<file path="src/hw/rtl/bpa_pkg.sv">
package bpa_pkg;

	// bitmap word: one used bit per page
	localparam int WORD_W = 8;
	localparam int BIT_W = $clog2(WORD_W);

	localparam int IDX_W = 16;
	localparam int CNT_W = 17;
	localparam int LIMIT_W = 17;

	localparam int NUM_PAGES_DEF = 65536;
	localparam logic [LIMIT_W-1:0] LIMIT_RST = 17'h10000;

	localparam logic MODE_ALLOC = 1'b0;
	localparam logic MODE_FREE = 1'b1;

	typedef struct packed {
		logic clear;	// load the run tracker for a new pass
		logic valid;	// a bitmap word is on the read data
	} scan_ctl_t;

	// bits lo..hi (inclusive) of a word
	function automatic logic [WORD_W-1:0] range_mask(input logic [BIT_W-1:0] lo,
			input logic [BIT_W-1:0] hi);
		logic [WORD_W-1:0] m;
		for (int j = 0; j < WORD_W; j++) begin
			m[j] = (BIT_W'(j) >= lo) && (BIT_W'(j) <= hi);
		end
		return m;
	endfunction

endpackage

</file>
<file path="src/hw/rtl/bpa_scan.sv">
module bpa_scan import bpa_pkg::*; (
	input  logic              clk,
	input  logic              arst_n,
	input  scan_ctl_t         ctl,
	input  logic [CNT_W-1:0]  cnt,
	input  logic [WORD_W-1:0] mask,
	input  logic [WORD_W-1:0] word,
	output logic              hit,
	output logic [BIT_W-1:0]  hit_bit
);

	// pages still missing for the run that is open at the word boundary
	logic [CNT_W-1:0]  need_q;
	logic [CNT_W-1:0]  need_nxt;
	logic [WORD_W-1:0] free_v;
	logic [WORD_W-1:0] all_v;
	logic [WORD_W-1:0] hit_v;
	logic [BIT_W:0]    run [WORD_W];
	logic [BIT_W:0]    run_acc;
	logic              all_acc;

	always_comb begin
		free_v = ~word & mask;
		run_acc = '0;
		all_acc = 1'b1;
		for (int j = 0; j < WORD_W; j++) begin
			run_acc = free_v[j] ? run_acc + 1'b1 : '0;
			all_acc = all_acc & free_v[j];
			run[j] = run_acc;
			all_v[j] = all_acc;
		end
		// a run that reaches back to bit 0 continues the run of earlier words
		for (int j = 0; j < WORD_W; j++) begin
			hit_v[j] = free_v[j] && (all_v[j] ? (need_q <= CNT_W'(j + 1))
				: (cnt <= CNT_W'(run[j])));
		end
		hit_bit = '0;
		for (int j = WORD_W - 1; j >= 0; j--) begin
			if (hit_v[j])
				hit_bit = BIT_W'(j);
		end
		need_nxt = all_v[WORD_W-1] ? need_q - CNT_W'(WORD_W)
			: cnt - CNT_W'(run[WORD_W-1]);
	end

	assign hit = ctl.valid && (|hit_v);

	always_ff @(posedge clk or negedge arst_n) begin
		if (!arst_n) begin
			need_q <= '0;
		end else if (ctl.clear) begin
			need_q <= cnt;
		end else if (ctl.valid && !hit) begin
			need_q <= need_nxt;
		end
	end

endmodule

</file>
<file path="config.mk">
export PLATFORM = sky130hd
export DESIGN_NAME = bpa_scan
export DESIGN_NICKNAME = d
export VERILOG_FILES = /design/src/hw/rtl/bpa_pkg.sv /design/src/hw/rtl/bpa_scan.sv
export SDC_FILE = /design/constraint.sdc
export NUM_CORES = 1
export LEC_CHECK = 0
export CORE_MARGIN = 5
export CORE_UTILIZATION = 45
export CTS_BUF_LIST = sky130_fd_sc_hd__clkbuf_16
export DETAILED_ROUTE_END_ITERATION = 7
export DONT_BUFFER_PORTS = 1
export GPL_ROUTABILITY_DRIVEN = 0
export PLACE_DENSITY = 0.65
export SLEW_MARGIN = 20
export SYNTH_ARGS = -nofsm -noshare
export SYNTH_HDL_FRONTEND = slang
export SYNTH_SLANG_ARGS = --single-unit
</file>
<file path="constraint.sdc">
create_clock -name clk -period 9.4 [get_ports clk]
set_input_delay 1.88 -clock clk [delete_from_list [all_inputs] [get_ports clk]]
set_output_delay 1.88 -clock clk [all_outputs]
set_load 0.05 [all_outputs]
</file>
# Word-level counts from Yosys, hierarchy flattened
# Index checks and enable logic that the tools add are counted.
# word_totals
output_inout_bits	4
reg_bits	17
wordCells	75
input_bits	37
# op_classes
reduce_logical	13
order_cmp	16
bitwise_logic	9
muxes	27
addsub	9
# ops
cell	count
$le 17x4->1	5
$le 17x3->1 const B	4
$mux 17	3
$le 17x2->1 const B	2
$mux 3	9
$mux 4	5
$le 17x1->1	1
$le 17x1->1 const B	1
$le 17x2->1	1
$le 17x3->1	1
$le 17x4->1 const B	1
$sub 17x4->17	1
$sub 17x4->17 const B	1
$add 4x1->4 const B	4
$logic_and 1x1->1	10
$mux 1	9
$and 8x8->8	1
$not 8->8	1
$reduce_or 8->1	1
$and 1x1->1	7
$add 3x1->4 const B	1
$add 2x1->3 const B	1
$add 1x1->2 const B	1
$mux 2	1
other kinds (2)	2

# Longest topological paths before layout
# Gate-level depths: netlist of the first run.
# depth
depth_word	28
mapped_depth	19
ltp_nobuf	18

# Worst setup path after synthesis of the first run
# No wires, ideal clock.
# synth_path
path_kind	input -> output
start	input word[0]
end	output hit_bit[1]
path_stages	17
slack_ps	1940
path_buffers	0
t_required_ps	7520
arrival_ps	5580
path_cell_list	nand2b_1 -> clkinv_1 -> o21ai_0 -> a21oi_1 -> nor2_1 -> nor2b_1 -> ha_1 -> xnor2_1 -> nand2_1 -> ha_1 -> o21a_1 -> o31a_1 -> and3b_1 -> or2_2 -> a32oi_1 -> or3_1 -> a31oi_1
# synth_between
elab_chain_cells	28
word_cells_on_any_way	56
cone_classes	7 x add/sub; 8 x order compare; 24 x mux; 9 x bitwise; 8 x reduce/logical
# synth_lines
element	line	rtl
start: declaration	bpa_scan.sv:7	input logic [WORD_W-1:0] word,
$not 8->8 (*)	bpa_scan.sv:23	free_v = ~word & mask;
$and 8x8->8 (*)	bpa_scan.sv:23	
$mux 1	bpa_scan.sv:27	run_acc = free_v[j] ? run_acc + 1'b1 : '0;
$add 1x1->2	bpa_scan.sv:27	
$mux 2	bpa_scan.sv:27	
$add 2x1->3	bpa_scan.sv:27	
$mux 3	bpa_scan.sv:27	
$add 3x1->4	bpa_scan.sv:27	
(+6 left out)	n/a	
$mux 4	bpa_scan.sv:27	
$add 4x1->4	bpa_scan.sv:27	
$mux 4	bpa_scan.sv:27	
$le 17x4->1	bpa_scan.sv:35	: (cnt <= CNT_W'(run[j])));
$mux 1	bpa_scan.sv:34	hit_v[j] = free_v[j] && (all_v[j] ? (need_q <= CNT_W'(j + 1))
$logic_and 1x1->1	bpa_scan.sv:34	
$mux 3 (7 in series)	bpa_scan.sv:39	if (hit_v[j])
$mux 3 (*)	bpa_scan.sv:39	
end: declaration	bpa_scan.sv:9	output logic [BIT_W-1:0] hit_bit
# Every way passes the cells marked *; elsewhere a longest branch is shown, timed or not.

# Final worst setup path of the first run
# Ends and elaborated chain as after synthesis.

==> flow_metrics.env, run 1 <==
export IMPL_antenna_found_initial=0
export IMPL_die_width_um=88.1
export IMPL_outcome="finished clean"
export IMPL_irDropWorstVdd_mv=0.0856
export IMPL_pin_count=41
export IMPL_yosys_area_top_type_share_pct=15.5
export IMPL_netlist_top_cells_area="dfrtp_1 (15%), ha_1 (10%), nand2_1 (5.2%)"
export IMPL_drive_above_1_share_pct=4.11
export IMPL_min_period_over_period_pct=80.2
export IMPL_drtAntennaViolNets=0
export IMPL_via_per_inst=6.58
export IMPL_synth_cells=369
export IMPL_crit_path_cell_trace="nand2b_1 > clkinv_1 > o21ai_0 > a21oi_1 > nor2_1 > nor2b_1 > ha_1 > xnor2_1 > nand2_1 > ha_1 > o21a_1 > o31a_1 > and3b_1 > or2_2 > a32oi_1 > or3_1 > a31oi_1 > buf_4"
export IMPL_dp_hpwl_mm=6.28
export IMPL_worstSetupPathType="in -> out"
export IMPL_drv_cap=0
export IMPL_detail_route_wl_per_cell_um=18.5
export IMPL_synth_warnings=0
export IMPL_yosysSeqAreaShare_pct=15.5
export IMPL_gr_usage_met1_pct=30.7
export IMPL_yosys_most_used_dff="dfrtp_1"
export IMPL_postCtsSetupRepairBufs=0
export IMPL_initial_core_util_pct=46.4
export IMPL_top_regs="need_q x17"
export IMPL_cp_common_cell="ha_1"
export IMPL_cts_buffer_depth=2
export IMPL_setup_slack_ns=1.86
export IMPL_row_count=28
export IMPL_p_leak_nw=1.08
export IMPL_tritoncts="done"
export IMPL_synth_cell_type_count=62
export IMPL_drt_pre_antenna_iters=6
export IMPL_worst_pin_slew_ns=1.03
export IMPL_nNetsFinal=427
export IMPL_endpoint_kind="output pin"
export IMPL_skew_ns=0.00669
export IMPL_synth_area_leader_cell="dfrtp_1"
export IMPL_crit_slowest_cell="o21ai_0"
export IMPL_async_flop_share_pct=100
export IMPL_route_detailed_drc=0
export IMPL_rsz0062_at_grt="no"
export IMPL_core_region_area_um2=5920
export IMPL_arrival_ns=5.66
export IMPL_die_area_um2=7770
export IMPL_max_flop_register="need_q"
export IMPL_crit_fanout=9
export IMPL_vias=2895
export IMPL_final_util_pct=48.9
export IMPL_grt_pass1_wl_mm=13.6
export IMPL_drt_wl_total_mm=8.14
export IMPL_worstPathRequired_ns=7.52
export IMPL_critPathBufInv=2
export IMPL_combPwrFrac_pct=27.8
export IMPL_grt_pass1_vias=2751
export IMPL_synth_edf_count=0
export IMPL_slew_headroom_pct=31.7
export IMPL_fill_cells=584
export IMPL_seqPwrFrac_pct=37.1
export IMPL_gr_max_usage_layer="met2"
export IMPL_clk_pin_slew_worst_paths_ns=0.05
export IMPL_root_buffer="clkbuf_16"
export IMPL_cp_top_family="compound AO/OA/AOI/OAI gates"
export IMPL_gr_total_overflow=0
export IMPL_gr_usage_all_layers_pct=22.1
export IMPL_slowest_delay_ns=0.44
export IMPL_use_met2_pct=36.8
export IMPL_numCtsBuffers=3
export IMPL_period_needed_ns=7.54
export IMPL_synth_area_per_cell_um2=7.44
export IMPL_max_freq_mhz=133
export IMPL_drt_initial_drc_count=281
export IMPL_grt_use_met3_pct=2.92
export IMPL_post_cts_resized=0
export IMPL_dp_slack_ns=1.92
export IMPL_power_density_nw_per_um2=86.7
export IMPL_final_setup_tns_ns=0
export IMPL_netlist_area_um2=2750
export IMPL_critPathLaunchType="input pin"
export IMPL_drv_slew=0
export IMPL_min_path_type="reg -> reg"
export IMPL_swShare_pct=32.5
export IMPL_area_growth_syn_to_layout_pct=5.42
export IMPL_antennaDiodeCount=0
export IMPL_htreeDepth=1
export IMPL_synth_seq_cells=17
export IMPL_port_buffers=0
export IMPL_switchingPower_mw=0.0815
export IMPL_grt_max_degree=31
export IMPL_die_h_um=88.1
export IMPL_insertion_delay_ns=0.25
export IMPL_p_clk_share_pct=35.1
export IMPL_hold_buffers=0
export IMPL_p_int_mw=0.169
export IMPL_hold_viol_final=0
export IMPL_largest_register_ffs=17
export IMPL_setup_viol=0
export IMPL_cts_sinks=17
kinds of logic after synthesis:
kind of cell,count (synthesis),synth area share (%)
AOI/OAI and AO/OA,98,24.4
muxes,9,3.28
other,1,0.137
DFF,17,15.5
and+or+nand+nor,175,35.4
buffers and inverters,25,3.78
xor gates and xnor gates,20,6.38
adders and majority gates,24,11.2
worst register-to-register path, delay by kind of cell, from the launching register on:
family / cells / cell delay, ns
adders and majority gates: 1 / 0.22
buffers and inverters: 1 / 0.09
and+or+nand+nor: 5 / 1.89
DFF: 1 / 0.46
AOI/OAI and AO/OA: 3 / 0.93
area by class of cell:
type	instances	area [um^2]	share of cell area (%)
multi-input cells	331	2240	77.5
clock inverters	1	5.00	0.173
well taps	75	93.8	3.24
flip-flops and latches	17	425	14.7
repair buffers	1	7.51	0.259
clock buffers	3	75.1	2.59
inverters	12	45.0	1.56
routing by layer:
layer / part of all wire [%] / wire (um)
met2: 47 / 3840
met5: 0 / 0
met1: 46 / 3710
met4: 1.1 / 89
met3: 6.1 / 500
Yosys cell counts, types with 7 or more instances:
library cell  count
xnor2_1          10
ha_1             23
dfrtp_1          17
mux2i_1           9
o21ai_0          25
clkbuf_1         10
a21oi_1          15
nand4_1           8
a31oi_1          11
nor2_1           31
nor2b_1          14
nor4_1           11
nand2b_1         12
xor2_1           10
inv_1            11
nand3_1          13
nor3_1            9
or4_1             7
nand2_1          38
power by group through the flow:
stage / sequential, mW / combinational, mW / clock, mW
2_1_floorplan: 0.0892 / 0.0599 / 0
3_3_place_gp: 0.0934 / 0.0667 / 0
3_5_place_dp: 0.0936 / 0.0685 / 0
4_1_cts: 0.0925 / 0.0691 / 0.0897
5_1_grt: 0.0944 / 0.0795 / 0.0944
6_report: 0.0932 / 0.0697 / 0.0880
path summary, 6_finish.rpt:
check / from / slack [ns] / endpoint / cells after the start
worst max-delay path: word[0] / 1.86 / hit_bit[1] / 18
worst min-delay path: need_q[12]$_DFFE_PN0P_ / 0.63 / need_q[12]$_DFFE_PN0P_ / 2
worst max register to register: need_q[3]$_DFFE_PN0P_ / 5.68 / need_q[2]$_DFFE_PN0P_ / 10
worst min register to register: need_q[12]$_DFFE_PN0P_ / 0.63 / need_q[12]$_DFFE_PN0P_ / 2
max in group asynchronous: arst_n / 8.01 / need_q[13]$_DFFE_PN0P_ / 0
min in group asynchronous: arst_n / 1.32 / need_q[3]$_DFFE_PN0P_ / 0
cell usage in the layout, fill, tap and decap left out, types with 9 or more instances in the layout:
master	Yosys	final
xnor2_1	10	10
ha_1	23	23
nand3_1	13	13
inv_1	11	11
nor2b_1	14	14
nand2_1	38	38
nor4_1	11	11
o21ai_0	25	25
nor2_1	31	31
a21oi_1	15	15
xor2_1	10	10
a31oi_1	11	11
nand2b_1	12	12
dfrtp_1	17	17
mux2i_1	9	9
per-stage QoR:
step / area (um^2) / instances / total power, mW / hold slack (ns)
3_3_place_gp: 2810 / 436 / 0.160 / 0.589
2_1_floorplan: 2760 / 373 / 0.149 / 0.541
3_5_place_dp: 2810 / 436 / 0.162 / 0.601
5_1_grt: 2900 / 440 / 0.268 / 0.659
4_1_cts: 2890 / 440 / 0.251 / 0.627
6_report: 2900 / 440 / 0.251 / 0.628
Power figures use the tool's default switching activity.
==> inputs of run 2 (changes only) <==
--- a/config.mk
+++ b/config.mk
@@ -11,7 +11,7 @@
 export DETAILED_ROUTE_END_ITERATION = 7
 export DONT_BUFFER_PORTS = 1
 export GPL_ROUTABILITY_DRIVEN = 0
-export PLACE_DENSITY = 0.65
+export PLACE_DENSITY = 0.67
 export SLEW_MARGIN = 20
 export SYNTH_ARGS = -nofsm -noshare
 export SYNTH_HDL_FRONTEND = slang
==> constraint.sdc (replaced) <==
create_clock -name clk -period 6.5 [get_ports clk]
set_input_delay 1.3 -clock clk [delete_from_list [all_inputs] [get_ports clk]]
set_output_delay 1.3 -clock clk [all_outputs]
set_load 0.05 [all_outputs]
==> run 2 against run 1 <==
Compared with the run above: clock-buffer cell count did not move; hold slack worse by 0.017 ns; final area rose by 1.3%; sequential cell count stayed put; highest routed layer unchanged; combinational power grew 46%; die area did not move; global-route usage shrank 0.41 points; clock power rose by 42%.
==> flow_metrics.env, run 2 (synthesis results as in run 1) <==
export IMPL_outcome="finished clean"
export IMPL_drt_pre_antenna_iters=5
export IMPL_post_cts_resized=0
export IMPL_row_count=28
export IMPL_rsz0062_at_grt="no"
export IMPL_route_detailed_drc=0
export IMPL_tritoncts="done"
export IMPL_drt_wl_total_mm=8.21
export IMPL_reg2reg_slack_ns=2.74
export IMPL_slew_headroom_pct=38.4
export IMPL_via_per_inst=6.53
export IMPL_period_needed_ns=6.18
export IMPL_root_buffer="clkbuf_16"
export IMPL_fill_cells=588
export IMPL_nNetsFinal=432
export IMPL_startpoint="mask[2]"
export IMPL_worstPathRequired_ns=5.20
export IMPL_timing_rr_end="need_q[2]$_DFFE_PN0P_"
export IMPL_cts_sinks=17
export IMPL_die_h_um=88.1
export IMPL_top_regs="need_q x17"
export IMPL_skew_ns=0.00250
export IMPL_worst_pin_slew_ns=0.916
export IMPL_most_common_layout_cells="nand2_1 (38), nor2_1 (31), o21ai_0 (25)"
export IMPL_hold_viol_final=0
export IMPL_p_leak_nw=1.11
export IMPL_combPwrFrac_pct=28.2
export IMPL_numCtsBuffers=3
export IMPL_port_buffers=0
export IMPL_power_density_nw_per_um2=123
export IMPL_gr_usage_all_layers_pct=21.6
export IMPL_seqPwrFrac_pct=37.3
export IMPL_max_freq_mhz=162
export IMPL_p_clk_share_pct=34.5
export IMPL_postCtsSetupRepairBufs=0
export IMPL_die_area_um2=7770
export IMPL_arrival_ns=4.88
export IMPL_antennaDiodeCount=0
export IMPL_drive_above_1_share_pct=5.14
export IMPL_whs_path_depth=2
export IMPL_final_setup_tns_ns=0
export IMPL_setup_viol=0
export IMPL_htreeDepth=1
export IMPL_drt_initial_drc_count=221
export IMPL_hp_start="need_q[10]$_DFFE_PN0P_"
export IMPL_p_int_mw=0.245
export IMPL_drv_slew=0
export IMPL_largest_register_ffs=17
export IMPL_gr_total_overflow=0
export IMPL_insertion_delay_ns=0.25
export IMPL_vias=2904
export IMPL_holdPathEnd="need_q[10]$_DFFE_PN0P_"
export IMPL_die_width_um=88.1
export IMPL_layout_commonest_cell="nand2_1"
export IMPL_cts_buffer_depth=2
export IMPL_setup_slack_ns=0.315
export IMPL_swShare_pct=32.2
export IMPL_grt_pass1_wl_mm=13.5
export IMPL_grt_pass1_vias=2766
export IMPL_drtAntennaViolNets=0
export IMPL_critPathLaunchType="input pin"
export IMPL_hold_buffers=0
export IMPL_irDropWorstVdd_mv=0.123
export IMPL_crit_fanout=5
export IMPL_min_path_type="reg -> reg"
export IMPL_worstSetupPathType="in -> out"
export IMPL_dp_slack_ns=0.390
export IMPL_switchingPower_mw=0.117
export IMPL_clk_pin_slew_worst_paths_ns=0.05
export IMPL_r2r_start="need_q[3]$_DFFE_PN0P_"
export IMPL_max_flop_register="need_q"
export IMPL_drv_cap=0
export IMPL_r2r_cells=10
export IMPL_antenna_found_initial=0
export IMPL_area_growth_syn_to_layout_pct=6.74
export IMPL_endpoint_kind="output pin"
export IMPL_pin_count=41
export IMPL_min_period_over_period_pct=95.2
export IMPL_dp_hpwl_mm=6.29
export IMPL_grt_max_degree=31
export IMPL_core_region_area_um2=5920
export IMPL_initial_core_util_pct=46.4
export IMPL_detail_route_wl_per_cell_um=18.5
-- run 2: cell count changes in the layout (fill, tap and decap cells not counted), sizes merged --
cell	before	now
inv	11	12
buf	1	6
clkinv	2	1
-- run 2: layout make-up --
cell class / instances / area, um^2 / share of cell area [%]
Clock buffer: 3 / 75.1 / 2.56
Timing Repair Buffer: 6 / 45.0 / 1.54
Sequential cell: 17 / 425 / 14.5
Tap cell: 75 / 93.8 / 3.20
Clock inverter: 1 / 3.75 / 0.128
Inverter: 12 / 45.0 / 1.54
Multi-Input combinational cell: 331 / 2240 / 76.5
-- run 2: through the flow --
stage / area (um^2) / std cells / hold slack, ns / util (%) / power (mW)
finish: 2930 / 445 / 0.610 / 49.5 / 0.362
global placement: 2850 / 441 / 0.589 / 48.1 / 0.232
floorplan: 2760 / 373 / 0.541 / - / 0.216
global route: 2930 / 445 / 0.646 / 49.5 / 0.385
CTS: 2930 / 445 / 0.605 / 49.4 / 0.362
detailed placement: 2850 / 441 / 0.593 / 48.1 / 0.236
-- run 2: worst max-delay path, stage by stage --
cell and delay [ns]:
nor2b_1 0.24, o21ai_0 0.25, a21oi_1 0.34, nor2_1 0.10, nor2b_1 0.25, ha_1 0.21, xnor2_1 0.12, nand2_1 0.07
ha_1 0.37, o21a_1 0.13, o31a_1 0.22, and3b_1 0.21, or2_2 0.29, a32oi_1 0.30, or3_1 0.20, a31oi_1 0.08
buf_4 0.21
-- run 2: layer usage --
metal  wire length (um)  global-route usage [%]  up-vias
li1                   -                       -     1400
met1               3630                    28.9     1388
met2               3960                    38.0      104
met3                520                    2.73       12
met4                 98                    3.43        0
met5                  0                       0        -
-- run 2: worst max-delay path by stage --
stage               depth (start not counted)          to  slack [ns]
finish                                     17  hit_bit[1]        0.32
global route                               18  hit_bit[1]        0.03
CTS                                        17  hit_bit[1]        0.37
detailed placement                         17  hit_bit[1]        0.39
global placement                           18  hit_bit[1]        0.47
floorplan                                  17  hit_bit[1]        0.20
-- run 2: power by group through the flow --
stage	sequential (mW)	combinational (mW)	clock [mW]
final	0.135	0.102	0.125
after global placement	0.135	0.0972	0
after detailed placement	0.136	0.100	0
after global routing	0.137	0.116	0.133
after CTS	0.134	0.101	0.128
after floorplan	0.129	0.0866	0
